--- src/sv/vertex_screen_projection_assert.svh ---
// ---------------------------------------------------------------------------
// Vertex screen projection assertion macros
// Concurrent checks clocked on clk_i, disabled while rst_ni is low.
// ---------------------------------------------------------------------------
`ifndef VERTEX_SCREEN_PROJECTION_ASSERT_SVH
`define VERTEX_SCREEN_PROJECTION_ASSERT_SVH

`ifndef SYNTHESIS
// same-cycle implication
`define VSP_ASSERT(lbl, ante, cons) \
  lbl: assert property (@(posedge clk_i) disable iff (!rst_ni) (ante) |-> (cons)) \
    else $error("vsp assertion failed");
// next-cycle implication
`define VSP_ASSERT_NXT(lbl, ante, cons) \
  lbl: assert property (@(posedge clk_i) disable iff (!rst_ni) (ante) |=> (cons)) \
    else $error("vsp assertion failed");
`else
`define VSP_ASSERT(lbl, ante, cons)
`define VSP_ASSERT_NXT(lbl, ante, cons)
`endif

`endif

--- src/sv/vsp_pkg.sv ---
// ---------------------------------------------------------------------------
// vsp_pkg
// Shared widths, register codes and payload types of the projection block.
// ---------------------------------------------------------------------------
package vsp_pkg;

  localparam int IDX_W    = 16;
  localparam int POS_W    = 24;
  localparam int COEF_W   = 16;
  localparam int POS_FRAC = 8;
  localparam int PIX_W    = 12;
  localparam int SIZE_W   = 13;
  localparam int DEPTH_W  = 24;
  localparam int ROW_W    = 64;
  localparam int N_ROWS   = 4;
  localparam int N_TERMS  = 3;
  localparam int PROD_W   = COEF_W + POS_W;   // one coefficient times one coordinate
  localparam int DOT_W    = PROD_W + 2;       // sum of four terms
  localparam int SUM_W    = DOT_W + 1;        // c + w
  localparam int MUL_W    = SUM_W + SIZE_W + 1;
  localparam int NUM_W    = MUL_W - 1;        // magnitude plus w
  localparam int DEN_W    = DOT_W;            // 2 * w
  localparam int ADDR_W   = 6;
  localparam int DATA_W   = 64;

  localparam logic signed [DEPTH_W-1:0] DEPTH_MAX = {1'b0, {(DEPTH_W-1){1'b1}}};
  localparam logic signed [DEPTH_W-1:0] DEPTH_MIN = {1'b1, {(DEPTH_W-1){1'b0}}};

  typedef enum logic [2:0] {
    REG_CLIP_X = 3'd0,
    REG_CLIP_Y = 3'd1,
    REG_CLIP_W = 3'd2,
    REG_VIEW_Z = 3'd3,
    REG_WIDTH  = 3'd4,
    REG_HEIGHT = 3'd5
  } reg_idx_e;

  typedef struct packed {
    logic [IDX_W-1:0]        vertex_index;
    logic signed [POS_W-1:0] pos_x;
    logic signed [POS_W-1:0] pos_y;
    logic signed [POS_W-1:0] pos_z;
  } vsp_in_t;

  typedef struct packed {
    logic [IDX_W-1:0]          index_out;
    logic [PIX_W-1:0]          screen_x;
    logic [PIX_W-1:0]          screen_y;
    logic signed [DEPTH_W-1:0] view_depth;
    logic                      on_screen;
  } vsp_out_t;

  typedef struct packed {
    logic [ROW_W-1:0]  clip_row_x;
    logic [ROW_W-1:0]  clip_row_y;
    logic [ROW_W-1:0]  clip_row_w;
    logic [ROW_W-1:0]  view_row_z;
    logic [SIZE_W-1:0] screen_width;
    logic [SIZE_W-1:0] screen_height;
  } vsp_cfg_t;

  // sideband that rides along the divider stages
  typedef struct packed {
    logic [IDX_W-1:0]          index;
    logic signed [DEPTH_W-1:0] depth;
    logic                      w_pos;
    logic                      neg_x;
    logic                      neg_y;
  } vsp_meta_t;

endpackage

--- src/sv/vsp_div.sv ---
// ---------------------------------------------------------------------------
// vsp_div
// Pipelined restoring divider: one quotient bit per stage, with overflow flag.
// ---------------------------------------------------------------------------
module vsp_div import vsp_pkg::*; (
  input  logic             clk_i,
  input  logic             en_i,
  input  logic [NUM_W-1:0] num_i,
  input  logic [DEN_W-1:0] den_i,
  output logic [PIX_W-1:0] quot_o,
  output logic             ovf_o
);

  localparam int QW = PIX_W;

  logic [NUM_W-1:0] rem_q  [QW];
  logic [DEN_W-1:0] den_q  [QW];
  logic [QW-1:0]    quot_q [QW+1];
  logic             ovf_q  [QW+1];

  // stage 0: quotient of 2^QW or more is flagged as overflow
  always_ff @(posedge clk_i) begin
    if (en_i) begin
      rem_q[0]  <= num_i;
      den_q[0]  <= den_i;
      quot_q[0] <= '0;
      ovf_q[0]  <= num_i >= (NUM_W'(den_i) << QW);
    end
  end

  for (genvar k = 0; k < QW; k++) begin : g_bit
    localparam int B = QW - 1 - k;
    logic [NUM_W-1:0] dsh;
    logic             ge;

    assign dsh = NUM_W'(den_q[k]) << B;
    assign ge  = rem_q[k] >= dsh;

    always_ff @(posedge clk_i) begin
      if (en_i) begin
        quot_q[k+1] <= quot_q[k] | (QW'(ge) << B);
        ovf_q[k+1]  <= ovf_q[k];
      end
    end

    // the last stage needs no remainder
    if (k < QW - 1) begin : g_rem
      always_ff @(posedge clk_i) begin
        if (en_i) begin
          rem_q[k+1] <= ge ? rem_q[k] - dsh : rem_q[k];
          den_q[k+1] <= den_q[k];
        end
      end
    end
  end

  assign quot_o = quot_q[QW];
  assign ovf_o  = ovf_q[QW];

endmodule

--- config.mk ---
export PLATFORM = sky130hd
export DESIGN_NAME = vsp_div
export DESIGN_NICKNAME = d
export VERILOG_FILES = /design/src/sv/vertex_screen_projection_assert.svh /design/src/sv/vsp_pkg.sv /design/src/sv/vsp_div.sv
export SDC_FILE = /design/constraint.sdc
export NUM_CORES = 2
export LEC_CHECK = 0
export ABC_CLOCK_PERIOD_IN_PS = 3300
export BUFFER_PORTS_ARGS = -buffer_cell sky130_fd_sc_hd__buf_4
export CELL_PAD_IN_SITES_DETAIL_PLACEMENT = 0
export CELL_PAD_IN_SITES_GLOBAL_PLACEMENT = 1
export CORE_ASPECT_RATIO = 2
export CORE_MARGIN = 1.5
export CORE_UTILIZATION = 47
export DETAILED_ROUTE_END_ITERATION = 8
export PLACE_DENSITY = 0.75
export REMOVE_ABC_BUFFERS = 1
export SLEW_MARGIN = 5
export SYNTH_ARGS = -nofsm -noshare
export SYNTH_HDL_FRONTEND = slang
export SYNTH_SLANG_ARGS = --single-unit
--- constraint.sdc ---
create_clock -name clk_i -period 3.3 [get_ports clk_i]
set_input_delay 0.165 -clock clk_i [delete_from_list [all_inputs] [get_ports clk_i]]
set_output_delay 0.165 -clock clk_i [all_outputs]
set_load 0.005 [all_outputs]
==> flow_summary.toml <==
[logic_synthesis]
yosysSeqAreaShare = 0.502
synth-adder-area-share = 0.0931
synth_top_family_by_area = "compound AO/OA/AOI/OAI gates"
synth_edf_count = 1267
synth-compound-area-share = 0.174
syn_area_per_cell_um2 = 10.4
synth.distinct_cells = 101
ys_dominant_reg_cell = "edfxtp_1"
synth_area_leaders = "edfxtp_1 (50%), ha_1 (9.0%), a21oi_1 (4.3%)"
synth-simple-area-share = 0.117
synth_area_mm2 = 0.0757
synth_top_cell_by_area = "edfxtp_1"
yosys_warnings = 0
synth_mux_area_frac = 0.00823
ys_seq_elements = 1267
synth_async_sr_flop_share = 0
netlist.area_leader.share = 0.502
synth_cells = 7288
synth_xor_area_frac = 0.0575

[clock_network]
cts_buffers = 117
cts.sinks = 1267
clk_path_buf_depth = 3
clk_latency_ns = 0.77
h-tree-depth = 3
cts_tree = "built"
clk_pin_slew_ns = 0.07
root_buffer = "clkbuf_16"

[critical_path]
setup.worst_path.end_class = "flip-flop"
crit_path_max_fanout = 4
timing.rr.start = "rem_q[0][121]"
worstPathBufferInverterCount = 4
rrSetupSlack_ns = -0.41
crit_required_ns = 3.81
cp.arrival_ns = 4.21
critPathTopFamily = "compound AO/OA/AOI/OAI gates"
max_stage_delay_ns = 0.40
critPathLaunchType = "flip-flop"
worstPathCellList = "inv_1 > ha_2 > inv_2 > fa_2 > a211oi_4 > nor2_2 > o41a_1 > a31o_4 > a21oi_2 > buf_6 > o41a_1 > buf_6 > a21oi_4 > o211ai_1 > nand4_1 > xnor2_1"
critPathKind = "flip-flop to flip-flop"
critPathSlowestCell = "edfxtp_1"
reg2reg_depth = 16
r2r-end = "rem_q[0][223]"

[power_and_ir_drop]
power_density_mw_per_mm2 = 841
power_switching_mw = 35.2
netSwitchingFraction = 0.383
power_frac_seq = 0.280
power_mw = 91.8
p_leak_nw = 46.8
ir_drop_mv = 0.580
power.share.clock = 0.152
cellInternalPower_mw = 56.7
combPwrFrac = 0.568

[sta]
max_freq_mhz = 270
fin_skew_ns = 0.0306
period_needed_ns = 3.71
finalHoldViolCount = 0
slew_headroom = 0.301
slew_viol_final = 0
setup_viol = 318
fin_crit_sh = 1.12
setup_ws_ns = -0.410
worst_pin_slew_ns = 1.04
rsz0062_at_grt = "true"

[detailed_routing]
final_antenna_net_count = 0
drt_iter0_drc = 2776
via_per_inst = 5.42
via_count = 64400
post-route-drc-count = 0
top_layer = "met4"
wl_per_cell_um = 21.5
route.met2.wl_um = 154000
wl_met1_um = 64600
drt-total-wl_um = 256000
wl_met3_um = 5160
drtPass1Iterations = 7

[placement]
gp_congestion = 0.948
portBuffers = 112
hpwlAfterDp_um = 186000
place_inst = 11200

[global_route]
grt_max_degree = 135
grt_pass1_wl_um = 372000
antenna_found_initial = 3
grt_pass1_vias = 69300
grt_overflow = 0
track_usage = 0.303

[floorplanning]
die_area_mm2 = 0.164
start_util = 0.472
die_w_um = 287
io_pins = 113
fp-row-count = 208
core_area_mm2 = 0.160
die_height_um = 571

[layout]
utilization = 0.681
final_cell_mix = "buf_4 (2173), edfxtp_1 (1267), inv_1 (654)"
layout.nets = 10300
drive_above_1_share = 0.374
fin_cells = 11900
final_common_cell = "buf_4"
areaGrowthSynthToFinish_pct = 44.2

[worst_hold_path]
min_path_cells = 2
hp-start = "den_i[16]"
worstHoldPathType = "primary input to flip-flop"
worst_hold_path.endpoint = "den_q[0][16]"

[status]
violations = "setup timing"
status = "complete, but fails checks"

[job]
drv_cap = 0
## worst reg2reg max path, delay by kind of cell, from the launching register on
family,cells,cell delay (ns)
fa+ha+maj,2,0.57
compound gates,7,1.70
xor+xnor,1,0.15
flops,1,0.40
simple gates,2,0.24
buf+inv,4,0.40
## power by group through the flow
stage	combinational, mW	clock (mW)	sequential [mW]
floorplan	23.6	0	25.0
global placement	43.6	0	25.6
detailed placement	44.1	0	25.7
CTS	48.7	14.2	25.4
global route	56.2	14.7	26.0
finish	52.2	14.0	25.7
## worst max path at each step
stage / depth (start not counted) / endpoint / from / slack, ns
after floorplan: 15 / rem_q[1][163] / rem_q[1][62] / -3.10
after global placement: 16 / rem_q[1][215] / rem_q[1][117] / -1.02
after detailed placement: 15 / rem_q[1][215] / den_q[6][0] / -0.95
after CTS: 14 / rem_q[2][221] / rem_q[2][113] / -0.34
after global routing: 14 / rem_q[2][221] / rem_q[2][113] / -0.51
final: 16 / rem_q[0][223] / rem_q[0][121] / -0.41
## state kept, by name, summed over array words and instances, names as in the netlist
register,cells
quot_q,78
rem_q,672
den_q,504
ovf_q,13
## cell families (layout without fill, tap and decap cells)
logic type | count (synthesis) | in the layout
flops | 1267 | 1267
mux | 56 | 56
xor+xnor | 497 | 497
compound gates | 2107 | 2107
buf+inv | 958 | 3450
other cells | 0 | 12
simple gates | 1846 | 1846
fa+ha+maj | 557 | 557
## cell type report
class                      instances  area [µm²]
fill                           12200       51100
multi-input combinational       5063       40400
sequential                      1267       38000
timing repair buffer            2540       21600
clock buffer                     137        3020
inverter                         691        2650
tap                             2100        2630
clock inverter                    82         865
antenna                           12        30.0
## stage by stage
step / instance area [µm²] / hold slack, ns / setup TNS (ns) / worst slack (ns)
6_report: 109000 / 0.127 / -33.17 / -0.410
5_1_grt: 109000 / 0.116 / -70.57 / -0.513
4_1_cts: 105000 / 0.0602 / -36.47 / -0.342
3_5_place_dp: 93600 / 0.353 / -193.21 / -0.949
3_3_place_gp: 93600 / 0.353 / -163.97 / -1.02
2_1_floorplan: 74600 / 0.264 / -465.39 / -3.10
## metal layers
layer / global-route usage / up-vias
met1: 0.195 / 30600
met2: 0.658 / 1384
met5: 0 / -
met3: 0.0260 / 948
li1: - / 31400
met4: 0.316 / 0
## synthesized netlist by cell type, types with 11 or more instances
cell type / count
nand4_1: 147
ha_1: 546
a211o_1: 14
nand2_1: 601
nand3b_1: 11
o21ai_1: 12
xnor2_1: 290
o211ai_1: 31
nor3_1: 110
inv_1: 687
buf_2: 31
buf_1: 20
mux2_2: 50
or2_2: 28
a41oi_1: 14
o21ai_0: 542
o22ai_1: 12
buf_4: 12
o21a_1: 57
and2_1: 30
a21oi_1: 649
a211oi_1: 58
a21o_1: 327
fa_1: 11
nor4_1: 60
nor3b_1: 11
or3_1: 34
a31o_2: 12
o31ai_1: 44
o21bai_1: 98
or4_1: 23
clkbuf_1: 203
nor4b_1: 13
nor2b_1: 62
a21boi_0: 22
nor2_1: 449
a31oi_1: 60
nand3_1: 119
edfxtp_1: 1267
a2111oi_0: 16
xor2_1: 207
nand2b_1: 60
and3_1: 53
## timing repair
| action | 4_1_cts | 5_1_grt |
|---|---|---|
| pin swaps | 403 | 328 |
| endpoints found under the setup margin | 550 | 494 |
| gates resized for setup | 1054 | 736 |
| setup buffers | 213 | 139 |
| hold buffers | 99 | 0 |
| endpoints found under the hold margin | 151 | 0 |
| gates cloned | 41 | 11 |
No activity file was read; power rests on OpenSTA's default activity.
