==> config.mk <==
export PLATFORM = sky130hd
export DESIGN_NAME = vsp_cfg
export DESIGN_NICKNAME = d
export VERILOG_FILES = /design/src/sv/vertex_screen_projection_assert.svh /design/src/sv/vsp_pkg.sv /design/src/sv/vsp_cfg.sv
export SDC_FILE = /design/constraint.sdc
export NUM_CORES = 1
export LEC_CHECK = 0
export BUFFER_PORTS_ARGS = -buffer_cell sky130_fd_sc_hd__clkbuf_2
export CAP_MARGIN = 20
export CORE_UTILIZATION = 45
export DETAILED_ROUTE_END_ITERATION = 10
export PLACE_DENSITY = 0.69
export SETUP_SLACK_MARGIN = 0.4
export SLEW_MARGIN = 20
export SYNTH_ARGS = -nofsm -noshare
export SYNTH_HDL_FRONTEND = slang
export SYNTH_SLANG_ARGS = --single-unit
==> constraint.sdc <==
create_clock -name clk_i -period 1.1 [get_ports clk_i]
set_input_delay 0 -clock clk_i [delete_from_list [all_inputs] [get_ports clk_i]]
set_output_delay 0 -clock clk_i [all_outputs]
set_load 0.05 [all_outputs]
==> src/sv/vertex_screen_projection_assert.svh <==
// ---------------------------------------------------------------------------
// Vertex screen projection assertion macros
// Concurrent checks clocked on clk_i, disabled while rst_ni is low.
// ---------------------------------------------------------------------------
`ifndef VERTEX_SCREEN_PROJECTION_ASSERT_SVH
`define VERTEX_SCREEN_PROJECTION_ASSERT_SVH

`ifndef SYNTHESIS
// same-cycle implication
`define VSP_ASSERT(lbl, ante, cons) \
  lbl: assert property (@(posedge clk_i) disable iff (!rst_ni) (ante) |-> (cons)) \
    else $error("vsp assertion failed");
// next-cycle implication
`define VSP_ASSERT_NXT(lbl, ante, cons) \
  lbl: assert property (@(posedge clk_i) disable iff (!rst_ni) (ante) |=> (cons)) \
    else $error("vsp assertion failed");
`else
`define VSP_ASSERT(lbl, ante, cons)
`define VSP_ASSERT_NXT(lbl, ante, cons)
`endif

`endif

==> src/sv/vsp_pkg.sv <==
// ---------------------------------------------------------------------------
// vsp_pkg
// Shared widths, register codes and payload types of the projection block.
// ---------------------------------------------------------------------------
package vsp_pkg;

  localparam int IDX_W    = 16;
  localparam int POS_W    = 24;
  localparam int COEF_W   = 16;
  localparam int POS_FRAC = 8;
  localparam int PIX_W    = 12;
  localparam int SIZE_W   = 13;
  localparam int DEPTH_W  = 24;
  localparam int ROW_W    = 64;
  localparam int N_ROWS   = 4;
  localparam int N_TERMS  = 3;
  localparam int PROD_W   = COEF_W + POS_W;   // one coefficient times one coordinate
  localparam int DOT_W    = PROD_W + 2;       // sum of four terms
  localparam int SUM_W    = DOT_W + 1;        // c + w
  localparam int MUL_W    = SUM_W + SIZE_W + 1;
  localparam int NUM_W    = MUL_W - 1;        // magnitude plus w
  localparam int DEN_W    = DOT_W;            // 2 * w
  localparam int ADDR_W   = 6;
  localparam int DATA_W   = 64;

  localparam logic signed [DEPTH_W-1:0] DEPTH_MAX = {1'b0, {(DEPTH_W-1){1'b1}}};
  localparam logic signed [DEPTH_W-1:0] DEPTH_MIN = {1'b1, {(DEPTH_W-1){1'b0}}};

  typedef enum logic [2:0] {
    REG_CLIP_X = 3'd0,
    REG_CLIP_Y = 3'd1,
    REG_CLIP_W = 3'd2,
    REG_VIEW_Z = 3'd3,
    REG_WIDTH  = 3'd4,
    REG_HEIGHT = 3'd5
  } reg_idx_e;

  typedef struct packed {
    logic [IDX_W-1:0]        vertex_index;
    logic signed [POS_W-1:0] pos_x;
    logic signed [POS_W-1:0] pos_y;
    logic signed [POS_W-1:0] pos_z;
  } vsp_in_t;

  typedef struct packed {
    logic [IDX_W-1:0]          index_out;
    logic [PIX_W-1:0]          screen_x;
    logic [PIX_W-1:0]          screen_y;
    logic signed [DEPTH_W-1:0] view_depth;
    logic                      on_screen;
  } vsp_out_t;

  typedef struct packed {
    logic [ROW_W-1:0]  clip_row_x;
    logic [ROW_W-1:0]  clip_row_y;
    logic [ROW_W-1:0]  clip_row_w;
    logic [ROW_W-1:0]  view_row_z;
    logic [SIZE_W-1:0] screen_width;
    logic [SIZE_W-1:0] screen_height;
  } vsp_cfg_t;

  // sideband that rides along the divider stages
  typedef struct packed {
    logic [IDX_W-1:0]          index;
    logic signed [DEPTH_W-1:0] depth;
    logic                      w_pos;
    logic                      neg_x;
    logic                      neg_y;
  } vsp_meta_t;

endpackage

==> src/sv/vsp_cfg.sv <==
// ---------------------------------------------------------------------------
// vsp_cfg
// APB register file holding the matrix rows and the window size.
// ---------------------------------------------------------------------------
module vsp_cfg import vsp_pkg::*; (
  input  logic              clk_i,
  input  logic              rst_ni,
  input  logic              psel_i,
  input  logic              penable_i,
  input  logic              pwrite_i,
  input  logic [ADDR_W-1:0] paddr_i,
  input  logic [DATA_W-1:0] pwdata_i,
  output logic [DATA_W-1:0] prdata_o,
  output vsp_cfg_t          cfg_o
);

  vsp_cfg_t cfg_q;
  reg_idx_e sel;

  // registers sit on 8-byte boundaries
  assign sel = reg_idx_e'(paddr_i[5:3]);

  // register writes
  always_ff @(posedge clk_i or negedge rst_ni) begin
    if (!rst_ni) begin
      cfg_q.clip_row_x    <= '0;
      cfg_q.clip_row_y    <= '0;
      cfg_q.clip_row_w    <= '0;
      cfg_q.view_row_z    <= '0;
      cfg_q.screen_width  <= SIZE_W'(1);
      cfg_q.screen_height <= SIZE_W'(1);
    end else if (psel_i && penable_i && pwrite_i) begin
      unique case (sel)
        REG_CLIP_X: cfg_q.clip_row_x    <= pwdata_i;
        REG_CLIP_Y: cfg_q.clip_row_y    <= pwdata_i;
        REG_CLIP_W: cfg_q.clip_row_w    <= pwdata_i;
        REG_VIEW_Z: cfg_q.view_row_z    <= pwdata_i;
        REG_WIDTH:  cfg_q.screen_width  <= pwdata_i[SIZE_W-1:0];
        REG_HEIGHT: cfg_q.screen_height <= pwdata_i[SIZE_W-1:0];
        default: ;
      endcase
    end
  end

  // read mux
  always_comb begin
    unique case (sel)
      REG_CLIP_X: prdata_o = cfg_q.clip_row_x;
      REG_CLIP_Y: prdata_o = cfg_q.clip_row_y;
      REG_CLIP_W: prdata_o = cfg_q.clip_row_w;
      REG_VIEW_Z: prdata_o = cfg_q.view_row_z;
      REG_WIDTH:  prdata_o = DATA_W'(cfg_q.screen_width);
      REG_HEIGHT: prdata_o = DATA_W'(cfg_q.screen_height);
      default:    prdata_o = '0;
    endcase
  end

  assign cfg_o = cfg_q;

endmodule

==> impl_metrics.json, run 1 <==
{
  "synth_top_family_by_area": "multiplexers",
  "htree_num_levels": 1,
  "yosys_warnings": 0,
  "global_placer_s_final_weighted_congestion": 0.8521,
  "start_util_pct": 46.17,
  "place.detailed.instances": 1889,
  "synth-edff-count": 0,
  "synth_top_area_cell": "dfrtp_1",
  "cts_hold_repair.buffers": 65,
  "flow.first_error": "[ERROR DPL-0038] Utilization greater than 100%, impossible to legalize",
  "postSynth.asyncResetShare_pct": 100.0,
  "numCtsBuffers": 31,
  "syn-instance-count": 808,
  "postCtsSetupRepairBufs": 38,
  "ys_types": 34,
  "failed_stage": "4_1_cts",
  "pin_count": 421,
  "synthFlopType": "dfrtp_1",
  "synth_area_per_cell_um2": 16.05,
  "total_standard_cell_area_after_synthesis_um2": 12970,
  "synthAdderAreaFrac_pct": 0,
  "synth_xor_area_share_pct": 0,
  "yosys-mux-area-fraction_pct": 37.55,
  "cts-root-buf": "clkbuf_16",
  "detailed_place_hpwl_um": 30580,
  "clock_sink_count": 282,
  "port_buffers": 417,
  "status": "did not finish",
  "die_height_um": 171.8,
  "chipWidth_um": 171.8,
  "post-synth-top-area-fraction_pct": 54.03,
  "post_synth_and_or_nand_nor_area_fraction_pct": 3.879,
  "cts_max_path_bufs": 3,
  "ctsResizeCount": 1213,
  "synth_compound_gate_area_share_pct": 1.457,
  "synth-seq-area-share_pct": 54.44,
  "syn_nets": 883,
  "placement_rows": 61,
  "yosys_register_bits": 282,
  "synth_area_leaders": "dfrtp_1, mux2_2, mux4_2, mux2_4, and2_1"
}
==> cells by family after synthesis <==
logic type,after synthesis
muxes,362
buffers and inverters,55
AOI/OAI and AO/OA,26
and+or+nand+nor,83
DFF,282
==> metrics by stage <==
stage	hold WS, ns	setup slack, ns	instance area, µm²
detailed placement	-0.03434	-0.3542	19960
global placement	-0.03267	-0.3468	19960
floorplan	-0.2956	-0.2429	14690
==> synthesized netlist by cell type (2+ instances only) <==
| master | number |
|---|---|
| dfrtp_1 | 280 |
| buf_4 | 20 |
| mux2_4 | 60 |
| o221ai_1 | 3 |
| a211oi_1 | 2 |
| nand2_1 | 17 |
| buf_6 | 6 |
| a31oi_1 | 7 |
| clkbuf_1 | 11 |
| nand3_1 | 2 |
| a221oi_1 | 7 |
| buf_2 | 16 |
| and2_1 | 51 |
| dfstp_2 | 2 |
| mux2i_1 | 14 |
| mux2_1 | 16 |
| o21ai_0 | 2 |
| mux2_2 | 220 |
| a21o_1 | 2 |
| a21oi_1 | 2 |
| mux4_2 | 52 |
| or3_1 | 4 |
==> inputs of run 2 (changes only) <==
Settings changed: CORE_UTILIZATION 45 to 30, PLACE_DENSITY 0.69 to unset, PLACE_DENSITY_LB_ADDON set to 0.15, SETUP_SLACK_MARGIN 0.4 to unset.
==> impl_metrics.json, run 2 <==
{
  "reg2regPathDepth": 4,
  "detailed_place_hpwl_um": 32520,
  "endpoint_required_time_on_the_critical_path_ns": 1.10,
  "post-route-util_pct": 69.82,
  "route.antenna.remaining_nets": 0,
  "setup_total_negative_slack_ns": -79.29,
  "multiInputGateArea_um2": 6354,
  "worst_slew_pin_slew_ns": 0.5613,
  "clock_sink_count": 282,
  "clock.fmax_ghz": 0.5527,
  "nFillCells": 2563,
  "power.share.switching_pct": 35.66,
  "status": "finished, violations left",
  "global_placer_s_final_weighted_congestion": 0.8237,
  "p_switching_mw": 21.02,
  "coreArea_um2": 42320,
  "ys_types": 34,
  "number_of_cells_on_the_critical_path": 3,
  "setup_viol": 360,
  "synth_area_leaders": "dfrtp_1, mux2_2, mux4_2, mux2_4, and2_1",
  "layout-drive-gt1-share_pct": 92.56,
  "total_number_of_vias": 11020,
  "grt_pass1_vias": 12130,
  "seqPwrFrac_pct": 24.6,
  "cts_max_path_bufs": 3,
  "internal_pwr_total_mw": 37.93,
  "layout_min_cycle_time_ns": 1.809,
  "critical-path-top-delay-family": "multiplexers",
  "fin_ws_ns": -0.7092,
  "report.final.hold_viol_count": 0,
  "syn-instance-count": 808,
  "critPathMaxFanout": 2,
  "ff_latch_area_um2": 7391,
  "pwrdens_nw_per_um2": 1995,
  "yosys_register_bits": 282,
  "synth-edff-count": 0,
  "worst-path-buf-inv": 1,
  "yosys_warnings": 0,
  "syn_nets": 883,
  "chipWidth_um": 209.9,
  "grt_pass1_wl_um": 78850,
  "final.setup_skew_ns": 0,
  "synth_area_per_cell_um2": 16.05,
  "rsz0062_at_grt": "yes",
  "die_area_um2": 44060,
  "numCtsBuffers": 37,
  "clock_tree_from_tritoncts": "yes",
  "drt-wirelength-per-cell_um": 23.26,
  "port_buffers": 417,
  "cts-root-buf": "clkbuf_16",
  "diodes": 0,
  "pin_count": 421,
  "grt_use_total_pct": 23.62,
  "layout_commonest_cell": "clkbuf_16",
  "post-synth-top-count-cell": "dfrtp_1",
  "layoutNonFillerInstCount": 2324,
  "worst_ir_drop_vdd_uv": 1720,
  "postSynth.asyncResetShare_pct": 100.0,
  "first_iter_violations": 398,
  "failed_checks": "negative setup slack",
  "place.detailed.instances": 2067,
  "placement_rows": 75,
  "power_frac_clock_pct": 20.9,
  "total_standard_cell_area_after_synthesis_um2": 12970,
  "clk_transition_reported_paths_ns": 0.07,
  "largest_register_ffs": 282,
  "detailedPlace.worstSlack_ns": -0.3677,
  "endpoint_kind": "output port",
  "synth-seq-area-share_pct": 54.44,
  "startpoint_type_of_the_worst_setup_path": "flip-flop",
  "critPathArrivalTime_ns": 1.81,
  "final-max-slew-violation-count": 0,
  "max_stage_delay_ns": 0.50,
  "synthTopCellsByCount": "dfrtp_1, mux2_2, mux2_4",
  "antenna_violations_before_repair": 0,
  "die_height_um": 209.9,
  "clk_latency_ns": 0.54,
  "synthToLayoutAreaGrowth_pct": 127.9,
  "globalRoute.totalOverflow": 0,
  "holdCritPathClass": "in2async",
  "cells_along_the_critical_path": "mux4_2 -> and2_4 -> clkbuf_16",
  "setup.worst_path.class": "reg2out",
  "htree_num_levels": 2,
  "synth_top_area_cell": "dfrtp_1",
  "power_frac_comb_pct": 54.5,
  "static-leakage-power_nw": 13.42,
  "post-synth-top-area-fraction_pct": 54.03,
  "highest_count_cells_in_the_layout_ignoring_fill_and_taps": "clkbuf_16, buf_6, dfrtp_2",
  "viasPerCell": 4.741,
  "slowest_stage": "mux4_2",
  "min_period_over_period_pct": 164.5,
  "maxSlewHeadroom_pct": 62.46,
  "detail_route.drc_violations": 0,
  "total_power_mw": 58.95,
  "start_util_pct": 30.64,
  "grt_start_max_net_pins": 64,
  "synthFlopType": "dfrtp_1",
  "drt_first_pass_iters": 4,
  "nets": 1795,
  "drt-total-wl_um": 54050,
  "maxCapViolations": 0
}
## run 2: logic make-up (layout without fill, tap and decap cells)
family | count (synthesis) | in the layout | share of synthesized area (%)
AND/OR/NAND/NOR | 83 | 83 | 3.879
buffers and inverters | 55 | 994 | 2.673
AO/OA/AOI/OAI | 26 | 26 | 1.457
flip-flops | 282 | 282 | 54.44
multiplexers | 362 | 362 | 37.55
## run 2: power by group through the flow
stage	Sequential, mW	Clock, mW	Combinational (mW)
3_3_place_gp	14.0	0	20.1
2_1_floorplan	21.5	0	5.45
3_5_place_dp	14.1	0	20.2
4_1_cts	14.3	12.6	30.3
6_report	14.5	12.3	32.1
5_1_grt	14.7	13.0	33.1
## run 2: metal layers
layer	GRT usage (%)	part of all wire (%)	up-vias
li1	-	-	4826
met3	6.509	6.4	115
met1	28.46	40	5714
met2	40.28	50	364
met4	8.608	4.0	0
met5	0	0	-
## run 2: per-stage QoR
stage	instance area, µm²	hold WS (ns)
final	29550	0.07230
after global routing	29550	0.07784
after CTS	28570	0.05695
after detailed placement	19560	-0.1456
after global placement	19560	-0.1467
after floorplan	14160	-0.2956
## run 2: final timing paths
kind / end / slack [ns] / start
setup / recovery: prdata_o[28] / -0.71 / cfg_o[182]
hold / removal: cfg_o[108] / 0.07 / rst_ni
setup reg to reg: cfg_o[246] / -0.05 / cfg_o[246]
hold reg to reg: cfg_o[37] / 0.55 / cfg_o[37]
max in group asynchronous: cfg_o[62] / 0.02 / rst_ni
min in group clk_i: cfg_o[153] / 0.16 / paddr_i[4]
## run 2: final cells by class
type	instances	area share, %
Timing Repair Buffer	926	46.81
Tap cell	577	2.443
Clock buffer	61	4.091
Multi-Input combinational cell	471	21.50
Sequential cell	282	25.01
Clock inverter	5	0.1143
Inverter	2	0.02541
## run 2: worst register-to-register path, stage by stage, from the launching register on
cell and delay [ns]:
dfrtp_2 0.42, buf_6 0.12, buf_6 0.11, buf_4 0.12
mux2_4 0.26
## run 2: timing repair
item,CTS,global route
endpoints found under the hold margin,564,11
buffers inserted,53,160
hold buffers,66,1
pin swaps,27,4
gates resized for setup,1178,174
setup endpoints to repair,346,357
Note: power is estimated with default switching activity, not from simulation.
==> inputs of run 3 (changes only) <==
Settings changed: PLACE_DENSITY_LB_ADDON 0.15 to 0.3.
==> impl_metrics.json, run 3 (same netlist as run 2, synthesis figures left out) <==
{
  "setup_viol": 360,
  "clock_tree_from_tritoncts": "yes",
  "maxCapViolations": 0,
  "status": "finished, violations left",
  "coreArea_um2": 42320,
  "multiInputGateArea_um2": 6355,
  "grt_pass1_vias": 12780,
  "r2r-start": "cfg_o[64]",
  "post-route-util_pct": 69.38,
  "startpoint": "cfg_o[141]",
  "detail_route.drc_violations": 0,
  "maxSlewHeadroom_pct": 76.02,
  "holdCritPathClass": "in2async",
  "critPathMaxFanout": 2,
  "dpl-instance-area_um2": 19630,
  "rsz0062_at_grt": "yes",
  "layout_min_cycle_time_ns": 1.842,
  "htree_num_levels": 2,
  "critical_path.reg2reg.endpoint": "cfg_o[64]",
  "clock.fmax_ghz": 0.5429,
  "cts_max_path_bufs": 3,
  "max_stage_delay_ns": 0.52,
  "die_height_um": 209.9,
  "reg2regPathDepth": 4,
  "pin_count": 421,
  "highest_count_cells_in_the_layout_ignoring_fill_and_taps": "clkbuf_16, buf_6, dfrtp_2",
  "stdcell_area_um2": 29360,
  "worst_slew_pin_slew_ns": 0.3597,
  "chipWidth_um": 209.9,
  "setup_total_negative_slack_ns": -81.41,
  "final.setup_skew_ns": 0,
  "first_iter_violations": 514,
  "timing.reg2reg.setup_slack_ns": -0.13,
  "route.antenna.remaining_nets": 0,
  "grt_pass1_wl_um": 85320,
  "pwrdens_nw_per_um2": 2015,
  "viasPerCell": 4.977,
  "grt_use_total_pct": 25.96,
  "critPathArrivalTime_ns": 1.84,
  "nFillCells": 2430,
  "globalRoute.totalOverflow": 0,
  "cts-root-buf": "clkbuf_16",
  "layout_commonest_cell": "clkbuf_16",
  "port_buffers": 417,
  "startpoint_type_of_the_worst_setup_path": "flip-flop",
  "grt_start_max_net_pins": 44,
  "final-max-slew-violation-count": 0,
  "cells_along_the_critical_path": "mux4_2 -> and2_4 -> clkbuf_16",
  "setup.worst_path.class": "reg2out",
  "layout-drive-gt1-share_pct": 92.76,
  "die_area_um2": 44060,
  "detailed_place_hpwl_um": 33130,
  "report.final.hold_viol_count": 17,
  "clock_sink_count": 282,
  "largest_register_ffs": 282,
  "global_placer_s_final_weighted_congestion": 0.8336,
  "clk_transition_reported_paths_ns": 0.06,
  "antenna_violations_before_repair": 0,
  "fin_ws_ns": -0.7421,
  "nets": 1804,
  "cts_hold_repair.buffers": 65,
  "drt-total-wl_um": 61900,
  "slowest_stage": "mux4_2",
  "min_period_over_period_pct": 167.5,
  "numCtsBuffers": 35,
  "static-leakage-power_nw": 13.37,
  "ff_latch_area_um2": 7395,
  "worst_ir_drop_vdd_uv": 1566,
  "total_number_of_vias": 11600,
  "drt_first_pass_iters": 4,
  "detailedPlace.worstSlack_ns": -0.4103,
  "drt-wirelength-per-cell_um": 26.56,
  "clk_latency_ns": 0.54,
  "placement_rows": 75,
  "failed_checks": "negative hold slack, negative setup slack",
  "start_util_pct": 30.64,
  "synthToLayoutAreaGrowth_pct": 126.4,
  "endpoint_kind": "output port",
  "endpoint_required_time_on_the_critical_path_ns": 1.10,
  "hold-worst-slack_ns": -0.05610
}
==> run 3: cell type report <==
cell class | count | area share, %
antenna | 1 | 0.008523
clock buffer | 55 | 3.724
clock inverter | 6 | 0.2727
inverter | 2 | 0.02557
multi-input combinational | 471 | 21.64
sequential | 282 | 25.18
tap | 577 | 2.459
timing repair buffer | 937 | 46.68
==> run 3: where the power goes <==
| group | total [mW] | switching, mW | internal (mW) |
|---|---|---|---|
| combinational | 32.4 | 14.9 | 17.5 |
| clock | 12.0 | 4.74 | 7.27 |
| sequential | 14.7 | 1.95 | 12.8 |
==> run 3: critical path: cells and delay by family (launching register included) <==
family,cells,cell delay [ns]
muxes,1,0.52
DFF,1,0.44
and+or+nand+nor,1,0.19
buffers and inverters,1,0.16
==> run 3: metal layers <==
metal,vias to the layer above,global-route usage (%),part of all wire [%]
li1,4843,-,-
met1,6077,30.00,37
met2,527,45.84,52
met3,154,6.165,6.4
met4,0,11.00,4.7
met5,-,0,0
==> run 3: repair_timing <==
item                                    in CTS  in global routing
resized for setup                         1152                203
endpoints found under the setup margin     346                346
pin swaps                                   16                  4
endpoints found under the hold margin      564                 17
buffers inserted                            52                186
==> run 3: metrics by stage <==
| stage | instances | power (mW) |
|---|---|---|
| final | 2331 | 59.16 |
| after global routing | 2330 | 60.72 |
| after CTS | 2230 | 56.31 |
| after detailed placement | 2078 | 34.29 |
| after global placement | 2078 | 34.08 |
| after floorplan | 808 | 26.98 |
==> run 3: worst max-delay path by stage <==
stage                              end  slack (ns)  depth (start not counted)
final                     prdata_o[51]       -0.74                          3
after global routing      prdata_o[51]       -0.76                          3
after CTS                 prdata_o[59]       -0.69                          3
after detailed placement    cfg_o[133]       -0.41                          6
after global placement      cfg_o[137]       -0.39                          6
after floorplan            prdata_o[0]       -0.24                          2
